[src/hw/rtl/rcpd_pkg.sv]
// Shared constants, types and character codes of the run-length pattern decoder.
package rcpd_pkg;

   // Default geometry limits
   localparam int DEF_MAX_WIDTH  = 64;
   localparam int DEF_MAX_HEIGHT = 64;

   // Field and register widths
   localparam int BYTE_W    = 8;
   localparam int CFG_W     = 7;
   localparam int CSR_IDX_W = 4;
   localparam int COUNT_W   = 13;
   localparam int CODE_W    = 2;
   localparam int STATUS_W  = 2;
   localparam int RUN_W     = 19;
   localparam int PROD_W    = COUNT_W + CFG_W;
   // Largest remainder dividend: column below the width plus a saturated count
   localparam int DVD_W     = COUNT_W + 1;

   localparam logic [COUNT_W-1:0] COUNT_SAT = {COUNT_W{1'b1}};

   // Configuration register indexes
   localparam logic [CSR_IDX_W-1:0] CSR_GRID_WIDTH  = CSR_IDX_W'(0);
   localparam logic [CSR_IDX_W-1:0] CSR_GRID_HEIGHT = CSR_IDX_W'(1);

   // Result status codes
   localparam logic [STATUS_W-1:0] STATUS_RUN   = 2'd0;
   localparam logic [STATUS_W-1:0] STATUS_ERROR = 2'd1;
   localparam logic [STATUS_W-1:0] STATUS_END   = 2'd2;

   // Cell codes
   localparam logic [CODE_W-1:0] CELL_EMPTY     = 2'd0;
   localparam logic [CODE_W-1:0] CELL_HEAD      = 2'd1;
   localparam logic [CODE_W-1:0] CELL_TAIL      = 2'd2;
   localparam logic [CODE_W-1:0] CELL_CONDUCTOR = 2'd3;

   // Pattern characters
   localparam logic [BYTE_W-1:0] CHR_END   = 8'h21; // '!'
   localparam logic [BYTE_W-1:0] CHR_ROW   = 8'h24; // '$'
   localparam logic [BYTE_W-1:0] CHR_DOT   = 8'h2E; // '.'
   localparam logic [BYTE_W-1:0] CHR_A     = 8'h41; // 'A'
   localparam logic [BYTE_W-1:0] CHR_B     = 8'h42; // 'B'
   localparam logic [BYTE_W-1:0] CHR_C     = 8'h43; // 'C'
   localparam logic [BYTE_W-1:0] CHR_ZERO  = 8'h30; // '0'
   localparam logic [BYTE_W-1:0] CHR_NINE  = 8'h39; // '9'
   localparam logic [BYTE_W-1:0] CHR_SPACE = 8'h20;
   localparam logic [BYTE_W-1:0] CHR_LF    = 8'h0A;
   localparam logic [BYTE_W-1:0] CHR_TAB   = 8'h09;

   // Sequencer states, one-hot
   typedef enum logic [6:0] {
      ST_IDLE   = 7'b0000001,
      ST_DECODE = 7'b0000010,
      ST_CHECK  = 7'b0000100,
      ST_ACT    = 7'b0001000,
      ST_DIV    = 7'b0010000,
      ST_FINISH = 7'b0100000,
      ST_EMIT   = 7'b1000000
   } state_type;

endpackage

[src/hw/rtl/rle_cell_pattern_decoder_core.sv]
// Top level of the run-length cell pattern decoder: sequencer, state and result register.
//
// Takes one pattern byte per transfer and gives at most one result per byte: a run
// (cell code and length), an error or the end mark. The block handles one byte at a
// time and is not ready while it works. A byte that ends a number first passes the
// count check against width times height. A byte after the end or an error gives no
// result, and bad geometry gives an error. A cell symbol with a count of zero gives
// no run, and '$' may give none. The column position, a DVD_W-bit (14-bit) dividend,
// is reduced modulo the grid width by a bit-serial remainder unit that takes one
// dividend bit per cycle, once for '$' and twice for a cell symbol. A result waits in
// the output register until it is taken; the next byte is accepted meanwhile, and
// only a further result stalls on it, for as long as the receiver holds off. The user
// must write grid_width and grid_height over the csr_ port only while the block is
// idle; the block itself does not enforce this.
module rle_cell_pattern_decoder_core
   import rcpd_pkg::*;
#(
   parameter int MAX_WIDTH  = DEF_MAX_WIDTH,
   parameter int MAX_HEIGHT = DEF_MAX_HEIGHT
) (
   input  logic                 clock,
   input  logic                 reset,
   // pattern bytes
   input  logic                 req_valid,
   output logic                 req_ready,
   input  logic [BYTE_W-1:0]    req_in_byte,
   // results
   output logic                 rsp_valid,
   input  logic                 rsp_ready,
   output logic [CODE_W-1:0]    rsp_cell_code,
   output logic [RUN_W-1:0]     rsp_run_length,
   output logic [STATUS_W-1:0]  rsp_status,
   // configuration
   input  logic                 csr_valid,
   output logic                 csr_ready,
   input  logic [CSR_IDX_W-1:0] csr_index,
   input  logic [CFG_W-1:0]     csr_wdata
);

   localparam int COL_W = (MAX_WIDTH > 1) ? $clog2(MAX_WIDTH) : 1;

   state_type            state_ff, state_in;
   logic [CFG_W-1:0]     grid_width_ff, grid_width_in;
   logic [CFG_W-1:0]     grid_height_ff, grid_height_in;
   logic [BYTE_W-1:0]    byte_ff, byte_in;
   logic [COUNT_W-1:0]   count_ff, count_in;
   logic                 digits_ff, digits_in;
   logic [COL_W-1:0]     column_ff, column_in;
   logic                 any_out_ff, any_out_in;
   logic                 halted_ff, halted_in;
   logic                 phase_ff, phase_in;
   logic [PROD_W-1:0]    prod_ff, prod_in;
   logic [CODE_W-1:0]    res_code_ff, res_code_in;
   logic [RUN_W-1:0]     res_len_ff, res_len_in;
   logic [STATUS_W-1:0]  res_status_ff, res_status_in;
   logic                 rsp_valid_ff, rsp_valid_in;
   logic [CODE_W-1:0]    rsp_code_ff, rsp_code_in;
   logic [RUN_W-1:0]     rsp_len_ff, rsp_len_in;
   logic [STATUS_W-1:0]  rsp_status_ff, rsp_status_in;

   logic                 mod_start;
   logic [DVD_W-1:0]     mod_dividend;
   logic                 mod_done;
   logic [CFG_W-1:0]     mod_rem;

   logic [COUNT_W-1:0]   mul_a;
   logic [PROD_W-1:0]    mul_p;
   logic                 geom_bad;
   logic                 is_digit;
   logic                 is_space;
   logic                 is_row;
   logic                 is_cell;
   logic [CODE_W-1:0]    cell_code;
   logic [COUNT_W+3:0]   count_x10;
   logic [CFG_W-1:0]     row_base;
   logic [PROD_W:0]      row_run;
   logic                 out_free;

   // Shared remainder unit
   rcpd_mod_unit #(
      .DIVIDEND_W (DVD_W),
      .DIVISOR_W  (CFG_W)
   ) u_mod (
      .clock     (clock),
      .reset     (reset),
      .start     (mod_start),
      .dividend  (mod_dividend),
      .divisor   (grid_width_ff),
      .done      (mod_done),
      .remainder (mod_rem)
   );

   // Classify the held byte
   always_comb begin
      is_digit  = (byte_ff >= CHR_ZERO) && (byte_ff <= CHR_NINE);
      is_space  = (byte_ff == CHR_SPACE) || (byte_ff == CHR_LF) || (byte_ff == CHR_TAB);
      is_row    = (byte_ff == CHR_ROW);
      is_cell   = 1'b1;
      cell_code = CELL_EMPTY;
      case (byte_ff)
         CHR_DOT: cell_code = CELL_EMPTY;
         CHR_A:   cell_code = CELL_HEAD;
         CHR_B:   cell_code = CELL_TAIL;
         CHR_C:   cell_code = CELL_CONDUCTOR;
         default: is_cell = 1'b0;
      endcase
   end

   // Geometry limits and count arithmetic
   assign geom_bad  = (grid_width_ff == '0) || (grid_height_ff == '0) ||
                      (32'(grid_width_ff) > 32'(MAX_WIDTH)) ||
                      (32'(grid_height_ff) > 32'(MAX_HEIGHT));
   assign count_x10 = {1'b0, count_ff, 3'b000} + {3'b000, count_ff, 1'b0} +
                      (COUNT_W+4)'(byte_ff - CHR_ZERO);

   // Shared multiplier: width times height for the count check, rows for '$'
   always_comb begin
      if (state_ff == ST_DECODE) begin
         mul_a = COUNT_W'(grid_height_ff);
      end else if (count_ff > COUNT_W'(1)) begin
         mul_a = count_ff - COUNT_W'(1);
      end else begin
         mul_a = '0;
      end
      mul_p = PROD_W'(mul_a) * PROD_W'(grid_width_ff);
   end

   // Row-end run: pad the current row, or one whole row at the very start, plus count - 1 rows
   always_comb begin
      if (mod_rem != '0) begin
         row_base = grid_width_ff - mod_rem;
      end else if (any_out_ff) begin
         row_base = '0;
      end else begin
         row_base = grid_width_ff;
      end
      row_run = (PROD_W+1)'(row_base) + (PROD_W+1)'(prod_ff);
   end

   assign out_free = !rsp_valid_ff || rsp_ready;

   // Sequencer
   always_comb begin
      state_in       = state_ff;
      grid_width_in  = grid_width_ff;
      grid_height_in = grid_height_ff;
      byte_in        = byte_ff;
      count_in       = count_ff;
      digits_in      = digits_ff;
      column_in      = column_ff;
      any_out_in     = any_out_ff;
      halted_in      = halted_ff;
      phase_in       = phase_ff;
      prod_in        = prod_ff;
      res_code_in    = res_code_ff;
      res_len_in     = res_len_ff;
      res_status_in  = res_status_ff;
      rsp_valid_in   = rsp_valid_ff && !rsp_ready;
      rsp_code_in    = rsp_code_ff;
      rsp_len_in     = rsp_len_ff;
      rsp_status_in  = rsp_status_ff;
      mod_start      = 1'b0;
      mod_dividend   = DVD_W'(column_ff);
      req_ready      = 1'b0;

      // Take register writes
      if (csr_valid) begin
         if (csr_index == CSR_GRID_WIDTH) begin
            grid_width_in = csr_wdata;
         end else if (csr_index == CSR_GRID_HEIGHT) begin
            grid_height_in = csr_wdata;
         end
      end

      case (state_ff)
         ST_IDLE: begin
            req_ready = 1'b1;
            if (req_valid) begin
               byte_in  = req_in_byte;
               state_in = ST_DECODE;
            end
         end
         ST_DECODE: begin
            prod_in = mul_p;
            if (halted_ff) begin
               state_in = ST_IDLE;
            end else if (geom_bad) begin
               halted_in     = 1'b1;
               res_code_in   = CELL_EMPTY;
               res_len_in    = '0;
               res_status_in = STATUS_ERROR;
               state_in      = ST_EMIT;
            end else if (is_digit) begin
               digits_in = 1'b1;
               if (!digits_ff) begin
                  count_in = COUNT_W'(byte_ff - CHR_ZERO);
               end else if (count_x10 > (COUNT_W+4)'(COUNT_SAT)) begin
                  count_in = COUNT_SAT;
               end else begin
                  count_in = count_x10[COUNT_W-1:0];
               end
               state_in = ST_IDLE;
            end else if (digits_ff) begin
               digits_in = 1'b0;
               state_in  = ST_CHECK;
            end else begin
               state_in = ST_ACT;
            end
         end
         ST_CHECK: begin
            if (PROD_W'(count_ff) > prod_ff) begin
               halted_in     = 1'b1;
               res_code_in   = CELL_EMPTY;
               res_len_in    = '0;
               res_status_in = STATUS_ERROR;
               state_in      = ST_EMIT;
            end else begin
               state_in = ST_ACT;
            end
         end
         ST_ACT: begin
            prod_in = mul_p;
            if (is_space) begin
               state_in = ST_IDLE;
            end else if (byte_ff == CHR_END) begin
               halted_in     = 1'b1;
               res_code_in   = CELL_EMPTY;
               res_len_in    = '0;
               res_status_in = STATUS_END;
               state_in      = ST_EMIT;
            end else if (!is_row && !is_cell) begin
               halted_in     = 1'b1;
               res_code_in   = CELL_EMPTY;
               res_len_in    = '0;
               res_status_in = STATUS_ERROR;
               state_in      = ST_EMIT;
            end else if (is_cell && count_ff == '0) begin
               // zero-length run: drop it, count back to one
               count_in = COUNT_W'(1);
               state_in = ST_IDLE;
            end else begin
               mod_start    = 1'b1;
               mod_dividend = DVD_W'(column_ff);
               phase_in     = 1'b0;
               state_in     = ST_DIV;
            end
         end
         ST_DIV: begin
            if (mod_done) begin
               if (phase_ff) begin
                  column_in  = COL_W'(mod_rem);
                  any_out_in = 1'b1;
                  state_in   = ST_EMIT;
               end else begin
                  state_in = ST_FINISH;
               end
            end
         end
         ST_FINISH: begin
            if (is_row) begin
               column_in = '0;
               if (count_ff > COUNT_W'(1)) begin
                  count_in = COUNT_W'(1);
               end
               if (row_run == '0) begin
                  state_in = ST_IDLE;
               end else begin
                  any_out_in    = 1'b1;
                  res_code_in   = CELL_EMPTY;
                  res_len_in    = row_run[RUN_W-1:0];
                  res_status_in = STATUS_RUN;
                  state_in      = ST_EMIT;
               end
            end else begin
               // advance the column by the run, modulo the width
               mod_start     = 1'b1;
               mod_dividend  = DVD_W'(mod_rem) + DVD_W'(count_ff);
               phase_in      = 1'b1;
               count_in      = COUNT_W'(1);
               res_code_in   = cell_code;
               res_len_in    = RUN_W'(count_ff);
               res_status_in = STATUS_RUN;
               state_in      = ST_DIV;
            end
         end
         ST_EMIT: begin
            if (out_free) begin
               rsp_valid_in  = 1'b1;
               rsp_code_in   = res_code_ff;
               rsp_len_in    = res_len_ff;
               rsp_status_in = res_status_ff;
               state_in      = ST_IDLE;
            end
         end
         default: begin
            state_in = ST_IDLE;
         end
      endcase
   end

   // Control state
   always_ff @(posedge clock) begin
      if (reset) begin
         state_ff       <= ST_IDLE;
         grid_width_ff  <= CFG_W'(1);
         grid_height_ff <= CFG_W'(1);
         count_ff       <= COUNT_W'(1);
         digits_ff      <= 1'b0;
         column_ff      <= '0;
         any_out_ff     <= 1'b0;
         halted_ff      <= 1'b0;
         phase_ff       <= 1'b0;
         rsp_valid_ff   <= 1'b0;
      end else begin
         state_ff       <= state_in;
         grid_width_ff  <= grid_width_in;
         grid_height_ff <= grid_height_in;
         count_ff       <= count_in;
         digits_ff      <= digits_in;
         column_ff      <= column_in;
         any_out_ff     <= any_out_in;
         halted_ff      <= halted_in;
         phase_ff       <= phase_in;
         rsp_valid_ff   <= rsp_valid_in;
      end
   end

   // Payload
   always_ff @(posedge clock) begin
      byte_ff       <= byte_in;
      prod_ff       <= prod_in;
      res_code_ff   <= res_code_in;
      res_len_ff    <= res_len_in;
      res_status_ff <= res_status_in;
      rsp_code_ff   <= rsp_code_in;
      rsp_len_ff    <= rsp_len_in;
      rsp_status_ff <= rsp_status_in;
   end

   assign csr_ready      = 1'b1;
   assign rsp_valid      = rsp_valid_ff;
   assign rsp_cell_code  = rsp_code_ff;
   assign rsp_run_length = rsp_len_ff;
   assign rsp_status     = rsp_status_ff;

endmodule

[src/hw/rtl/rcpd_mod_unit.sv]
// Bit-serial remainder unit: one restoring step per cycle.
module rcpd_mod_unit
   import rcpd_pkg::*;
#(
   parameter int DIVIDEND_W = DVD_W,
   parameter int DIVISOR_W  = CFG_W
) (
   input  logic                  clock,
   input  logic                  reset,
   input  logic                  start,
   input  logic [DIVIDEND_W-1:0] dividend,
   input  logic [DIVISOR_W-1:0]  divisor,
   output logic                  done,
   output logic [DIVISOR_W-1:0]  remainder
);

   localparam int CNT_W = $clog2(DIVIDEND_W + 1);

   logic                  busy_ff, busy_in;
   logic                  done_ff, done_in;
   logic [CNT_W-1:0]      cnt_ff, cnt_in;
   logic [DIVIDEND_W-1:0] dvd_ff, dvd_in;
   logic [DIVISOR_W-1:0]  dsr_ff, dsr_in;
   logic [DIVISOR_W-1:0]  rem_ff, rem_in;
   logic [DIVISOR_W:0]    trial;
   logic [DIVISOR_W:0]    diff;

   // Shift in the next dividend bit and subtract the divisor where it fits
   always_comb begin
      trial   = {rem_ff, dvd_ff[DIVIDEND_W-1]};
      diff    = trial - {1'b0, dsr_ff};
      busy_in = busy_ff;
      done_in = 1'b0;
      cnt_in  = cnt_ff;
      dvd_in  = dvd_ff;
      dsr_in  = dsr_ff;
      rem_in  = rem_ff;
      if (start) begin
         busy_in = 1'b1;
         cnt_in  = CNT_W'(DIVIDEND_W);
         dvd_in  = dividend;
         dsr_in  = divisor;
         rem_in  = '0;
      end else if (busy_ff) begin
         dvd_in = {dvd_ff[DIVIDEND_W-2:0], 1'b0};
         if (trial >= {1'b0, dsr_ff}) begin
            rem_in = diff[DIVISOR_W-1:0];
         end else begin
            rem_in = trial[DIVISOR_W-1:0];
         end
         cnt_in = cnt_ff - CNT_W'(1);
         if (cnt_ff == CNT_W'(1)) begin
            busy_in = 1'b0;
            done_in = 1'b1;
         end
      end
   end

   // Control state
   always_ff @(posedge clock) begin
      if (reset) begin
         busy_ff <= 1'b0;
         done_ff <= 1'b0;
         cnt_ff  <= '0;
      end else begin
         busy_ff <= busy_in;
         done_ff <= done_in;
         cnt_ff  <= cnt_in;
      end
   end

   // Datapath
   always_ff @(posedge clock) begin
      dvd_ff <= dvd_in;
      dsr_ff <= dsr_in;
      rem_ff <= rem_in;
   end

   assign done      = done_ff;
   assign remainder = rem_ff;

endmodule
[config.mk]
export PLATFORM = sky130hd
export DESIGN_NAME = rle_cell_pattern_decoder_core
export DESIGN_NICKNAME = d
export VERILOG_FILES = /design/src/hw/rtl/rcpd_pkg.sv /design/src/hw/rtl/rle_cell_pattern_decoder_core.sv /design/src/hw/rtl/rcpd_mod_unit.sv
export SDC_FILE = /design/constraint.sdc
export NUM_CORES = 1
export LEC_CHECK = 0
export BUFFER_PORTS_ARGS = -buffer_cell sky130_fd_sc_hd__clkbuf_2
export CAP_MARGIN = 5
export CORE_MARGIN = 10
export CORE_UTILIZATION = 60
export DETAILED_ROUTE_END_ITERATION = 16
export GPL_ROUTABILITY_DRIVEN = 0
export HOLD_SLACK_MARGIN = 0.1
export PLACE_DENSITY_LB_ADDON = 0.3
export SETUP_SLACK_MARGIN = 0.02
export SKIP_CTS_REPAIR_TIMING = 1
export SLEW_MARGIN = 20
export SYNTH_ARGS = -nofsm -noshare
export SYNTH_HDL_FRONTEND = slang
export SYNTH_SLANG_ARGS = --single-unit
[constraint.sdc]
create_clock -name clock -period 9.4 [get_ports clock]
set_input_delay 1.88 -clock clock [delete_from_list [all_inputs] [get_ports clock]]
set_output_delay 1.88 -clock clock [all_outputs]
set_load 0.02 [all_outputs]
==> results.cfg, run 1 <==
[global_route]
grt_pass1_wl_um = 48300
globalRoute.totalOverflow = 0
track_usage = 0.2261
grt_max_degree = 39
antenna_found_initial = 0
grt_use_met2 = 0.3665
use_met3 = 0.04828
met1_usage = 0.2797
busiest_layer = met2
first_global_vias = 9492

[sta]
setup_viol = 0
clock_skew_ns = 0.008984
worst_pin_slew_ns = 1.041
fin_crit_ns = 6.954
fin_crit_sh = 0.7398
relSlewSlack = 0.3000
rsz0062_at_grt = false
setup-tns-final_ns = 0
final-hold-violation-count = 0
whs_ns = 0.4153
fmax_ghz = 0.1438
fin_ws_ns = 2.446
report.final.slew_viol_count = 0

[floorplan]
fp.dieH_um = 162.6
start_util = 0.6068
rows = 52
io_pins = 50
die_w_um = 162.6
die_area_mm2 = 0.02644
core_area_mm2 = 0.02010

[routing]
wl_per_cell_um = 18.22
drc = 0
ant_nets = 0
dr.pass1.iters = 5
drt_iter0_drc = 736
finalWirelength_um = 29320
via_count = 9676
routed_via_density = 6.014

[cts]
clock-root-buffer = clkbuf_16
clkSinkCount = 153
cts_tree = yes
h-tree-depth = 4
insertion_delay_ns = 0.44
cts.clk_slew.worst_paths_ns = 0.06
clk_path_buf_depth = 2
cts_buffers = 17

[setup_path]
path_cells = or4_1, nor4_1, o21a_2, or2_2, nor2_1, a21oi_1, nor2b_1, fa_1, fa_1, fa_1, inv_1, fa_1, inv_1, ha_1, nand4_1, nor3_1, nor2_1, a311oi_1, o21ai_0, a21boi_0, o41ai_1, xnor2_1
cpPeakStageDelay_ns = 0.61
r2r_cells = 22
crit_slowest_cell = or4_1
cpMostUsedCell = fa_1
crit_family = adder cells
cp_data_arrival_time_ns = 7.13
cp_num_buf_inv = 2
crit_required_ns = 9.58
reg2reg_slack_ns = 2.45
critical_path.max_fanout = 13
cp-end-kind = flip-flop
start_kind = flip-flop
worstReg2RegStart = count_ff[7]
r2r_end = prod_ff[19]
worst-setup-path-type = reg2reg

[job]
drv_cap = 0

[finish]
layout.nets = 1524
area_growth_syn_to_layout_pct = 8.902
design_area_mm2 = 0.01329
num_antenna_cells = 0
final_cells = 1609
fin_util = 0.6608
drive_above_1_share = 0.08439
fillerInstances = 1548

[synth]
syn-num-nets = 1491
yosysSeqAreaShare = 0.3290
synth.ff_latch_count = 153
ys.flop_type = edfxtp_1
synth_area_per_cell_um2 = 9.435
yosys_warnings = 0
synth_edf_count = 95
ys_types = 77
synth_cells = 1293
syn_area_mm2 = 0.01220
synthArstFlopShare = 0

[pwr]
power_leakage_nw = 5.871
ir_worst_vdd_uv = 135.4
power_mw = 1.821
powerDensity_mw_per_mm2 = 137.1

[placement]
placed_area_mm2 = 0.01268
pre_cts_ws_ns = 2.464
hpwl_um = 22450
dp_cells = 1577
portBuffers = 48

[outcome]
status = completed

[worst_hold_path]
min_to = rsp_run_length[17]
min_from = res_len_ff[17]
worstHoldPathType = reg2reg
hold_depth = 0
cell type report:
class / instances / area (µm²) / share of cell area
multi-input combinational: 959 / 7497 / 0.5643
sequential: 153 / 4014 / 0.3021
timing repair buffer: 58 / 315.3 / 0.02373
inverter: 137 / 514.2 / 0.03871
clock buffer: 17 / 425.4 / 0.03202
tap: 270 / 337.8 / 0.02543
clock inverter: 15 / 181.4 / 0.01366
routing by layer:
layer  share of wire  up-vias
li1                -     4561
met1            0.40     4618
met2            0.48      397
met3           0.076      100
met4           0.045        0
met5               0        -
layout by cell type (no fill, tap or decap), types with 34 or more instances in the layout:
cell / instances
nand2_1: 89
inv_1: 136
clkbuf_2: 48
nor3_1: 39
xnor2_1: 54
o21ai_0: 45
dfxtp_1: 58
and2_1: 42
ha_1: 104
fa_1: 70
nor2b_1: 34
a21oi_1: 71
edfxtp_1: 95
nor2_1: 123
Yosys cell counts (6+ instances only):
cell      number  area share
nand2b_1      15      0.0077
ha_1         104        0.11
a221o_1        7      0.0057
or3_1          7      0.0036
nand2_1       89       0.027
nor2_1       123       0.038
o21a_1         6      0.0037
a211oi_1      14      0.0086
dfxtp_1       58       0.095
xnor2_1       54       0.039
a21oi_1       73       0.030
and4_1         6      0.0043
nor3_1        40       0.016
and3_1         7      0.0036
and2_1        42       0.022
inv_1        136       0.042
xor2_1        26       0.019
nand4_1       16      0.0082
a31oi_1        7      0.0036
o211ai_1       9      0.0055
nor4_1         9      0.0046
edfxtp_1      95        0.23
nor2b_1       35       0.018
fa_1          70        0.11
nand3b_1       9      0.0055
mux2i_1       23       0.019
a21o_1        22       0.014
nand3_1       11      0.0045
o21ai_0       45       0.018
clkbuf_1      36       0.011
cells by family (layout without fill, tap and decap cells):
group / count (synthesis) / count (layout) / synth area share
xor gates and xnor gates: 80 / 80 / 0.05744
DFF: 153 / 153 / 0.3290
adders and majority gates: 174 / 174 / 0.2215
AOI/OAI and AO/OA: 245 / 245 / 0.1323
other: 1 / 1 / 0.0003074
buffers and inverters: 181 / 227 / 0.05764
muxes: 24 / 24 / 0.01979
and+or+nand+nor: 435 / 435 / 0.1819
state kept, by name, summed over array words and instances, names as in the netlist, 4 cells and up:
name / flops
u_mod.cnt_ff: 4
rsp_run_length: 19
res_len_ff: 19
count_ff: 13
u_mod.dvd_ff: 14
u_mod.remainder: 7
grid_width_ff: 7
grid_height_ff: 7
prod_ff: 20
byte_ff: 8
u_mod.dsr_ff: 7
column_ff: 6
state_ff: 7
power by group:
group | leakage (nW) | internal [mW] | switching, mW
combinational | 4.24 | 0.133 | 0.212
clock | 0.293 | 0.402 | 0.304
sequential | 1.34 | 0.737 | 0.0337
total | 5.87 | 1.27 | 0.549
worst register-to-register path, delay by kind of cell (launching register included):
kind | cells | cell delay (ns)
adder cells (fa/ha/maj) | 5 | 2.52
AND/OR/NAND/NOR | 8 | 1.75
AO/OA/AOI/OAI | 6 | 1.73
flip-flops | 1 | 0.48
XOR/XNOR | 1 | 0.13
buffers and inverters | 2 | 0.09
worst max-delay path by stage:
stage	slack, ns	start	depth (start not counted)	endpoint
after floorplan	3.11	count_ff[7]	25	prod_ff[19]
after global placement	2.69	count_ff[9]	22	prod_ff[19]
after detailed placement	2.46	count_ff[9]	22	prod_ff[19]
after CTS	2.45	count_ff[7]	22	prod_ff[19]
after global routing	1.91	count_ff[7]	21	prod_ff[19]
final	2.45	count_ff[7]	22	prod_ff[19]
Power figures use the tool's default switching activity.
==> inputs of run 2 (changes only) <==
CORE_UTILIZATION = 57   (was 60)
clock period = 5.65 ns   (was 9.4 ns; I/O delays follow)
==> run 2 against run 1 <==
  * The run now ends with setup timing left
  * Die area up 4.6%
  * Power is 65% higher
  * Setup slack got worse by 2.5 ns
  * Worst hold slack better by 0.0028 ns
  * Sequential share of layout area shrank 1.6 points
  * Critical path depth is the same
  * Utilization up 0.82 points
  * Sequential cell count did not move
  * Combinational power rose by 72%
  * Final cell count increased by 4.4%
  * Global-route usage down 0.25 points
  * Maximum frequency up 22%
  * Largest power group unchanged
==> results.cfg, run 2 (synthesis gave the netlist of run 1 again) <==
[outcome]
status = finished, violations left
violations = setup timing

[sta]
fin_crit_ns = 5.694
report.final.slew_viol_count = 0
worst_pin_slew_ns = 1.067
setup_viol = 3
clock_skew_ns = 0.008936
fin_ws_ns = -0.04364
fmax_ghz = 0.1756
relSlewSlack = 0.2830
final-hold-violation-count = 0
fin_crit_sh = 1.008
rsz0062_at_grt = true

[pwr]
pwr-share-seq = 0.424
comb_power_share = 0.197
p_sw_frac = 0.3195
power.switching_uw = 962.5
powerDensity_mw_per_mm2 = 214.2
power_leakage_nw = 6.228
p_int_mw = 2.050
clockPowerShare = 0.379
ir_worst_vdd_uv = 255.1

[setup_path]
crit_required_ns = 5.85
cp-end-kind = flip-flop
start_kind = flip-flop
r2r_end = prod_ff[18]
worst-setup-path-type = reg2reg
r2r_cells = 22
critical_path.max_fanout = 8
reg2reg_slack_ns = -0.04
cp_data_arrival_time_ns = 5.89
worstReg2RegStart = count_ff[7]

[placement]
dp_cells = 1642
portBuffers = 48
hpwl_um = 23800

[finish]
largest-register = prod_ff
drive_above_1_share = 0.1567
final_cell_mix = 134 x inv_1, 118 x nor2_1, 97 x ha_1
layout.nets = 1589
final_cells = 1679
area_growth_syn_to_layout_pct = 15.28
fin_util = 0.6690
fillerInstances = 1640
largest_register_ffs = 20
num_antenna_cells = 0
final_common_cell = inv_1

[cts]
h-tree-depth = 4
cts_buffers = 17
cts.clk_slew.worst_paths_ns = 0.07
cts_tree = yes
clock-root-buffer = clkbuf_16
insertion_delay_ns = 0.44
clk_path_buf_depth = 2
clkSinkCount = 153

[routing]
finalWirelength_um = 31250
drc = 0
routed_via_density = 5.932
drt_iter0_drc = 805
ant_nets = 0
via_count = 9960
wl_per_cell_um = 18.61
dr.pass1.iters = 5

[floorplan]
start_util = 0.5803
rows = 53
core_area_mm2 = 0.02102
io_pins = 50
fp.dieH_um = 166.3
die_w_um = 166.3
die_area_mm2 = 0.02765

[worst_hold_path]
hold_depth = 0
min_from = res_len_ff[6]
worstHoldPathType = reg2reg
min_to = rsp_run_length[6]

[global_route]
globalRoute.totalOverflow = 0
grt_max_degree = 39
antenna_found_initial = 1
track_usage = 0.2236
first_global_vias = 9832
grt_pass1_wl_um = 50950

[job]
drv_cap = 0
[run 2: cell types whose count changed in the layout (fill, tap and decap cells not counted), sizes merged]
| cell | previous run | this run |
|---|---|---|
| buf | 10 | 75 |
| bufinv | 2 | 0 |
| clkinv | 3 | 5 |
[run 2: area by class of cell]
class	instances	area (µm²)	share of cell area
Clock buffer	17	425.4	0.03025
Clock inverter	15	171.4	0.01219
Inverter	137	514.2	0.03657
Tap cell	275	344.1	0.02447
Timing Repair Buffer	123	819.5	0.05827
Sequential cell	153	4020	0.2859
Multi-Input combinational cell	959	7769	0.5524
[run 2: worst max-delay path, cell delays in order (launching register included)]
cell and delay, ns:
dfxtp_2 0.32, or4_4 0.55, nor4_4 0.26, o21a_4 0.26, or2_4 0.19, nor2_1 0.08
buf_4 0.16, and2_1 0.16, fa_1 0.48, inv_1 0.06, fa_1 0.54, inv_1 0.06
fa_1 0.52, inv_1 0.05, fa_1 0.52, inv_1 0.06, ha_4 0.24, or2_2 0.32
a21oi_4 0.15, a31oi_4 0.06, a21o_1 0.20, a21oi_2 0.14, xnor2_1 0.07
[run 2: power by group through the flow]
stage                     sequential, mW  combinational, mW  clock [mW]
after floorplan                     1.28              0.434           0
after global placement              1.30              0.562           0
after detailed placement            1.30              0.576           0
after CTS                           1.27              0.580        1.14
after global routing                1.28              0.657        1.19
final                               1.28              0.593        1.14
[run 2: per-stage QoR]
step                      worst slack, ns  power (mW)  cell area (µm²)  hold slack (ns)   TNS, ns
after global placement            -0.1069       1.858            13240           0.4026   -0.2949
after global routing              -0.2794       3.130            14060           0.4178    -1.369
final                            -0.04364       3.013            14060           0.4181   -0.1014
after CTS                         -0.3144       2.997            13830           0.4179    -1.114
after floorplan                  -0.05067       1.714            12340           0.4003  -0.09075
after detailed placement          -0.2787       1.875            13240           0.4045   -0.8979
[run 2: worst max path at each step]
stage                           start           to  slack, ns  cells after the start
after floorplan           count_ff[8]  prod_ff[19]      -0.05                     25
after global placement    count_ff[9]  prod_ff[19]      -0.11                     22
after detailed placement  count_ff[9]  prod_ff[19]      -0.28                     22
after CTS                 count_ff[9]  prod_ff[19]      -0.31                     22
after global routing      count_ff[7]  prod_ff[16]      -0.28                     21
final                     count_ff[7]  prod_ff[18]      -0.04                     22
[run 2: layer usage]
| layer | vias to the layer above | GRT usage | routed length [µm] | part of all wire |
|---|---|---|---|---|
| met4 | 0 | 0.09317 | 1176 | 0.038 |
| li1 | 4692 | - | - | - |
| met1 | 4766 | 0.2808 | 12800 | 0.41 |
| met5 | - | 0 | 0 | 0 |
| met3 | 92 | 0.03857 | 2204 | 0.071 |
| met2 | 410 | 0.3729 | 15070 | 0.48 |
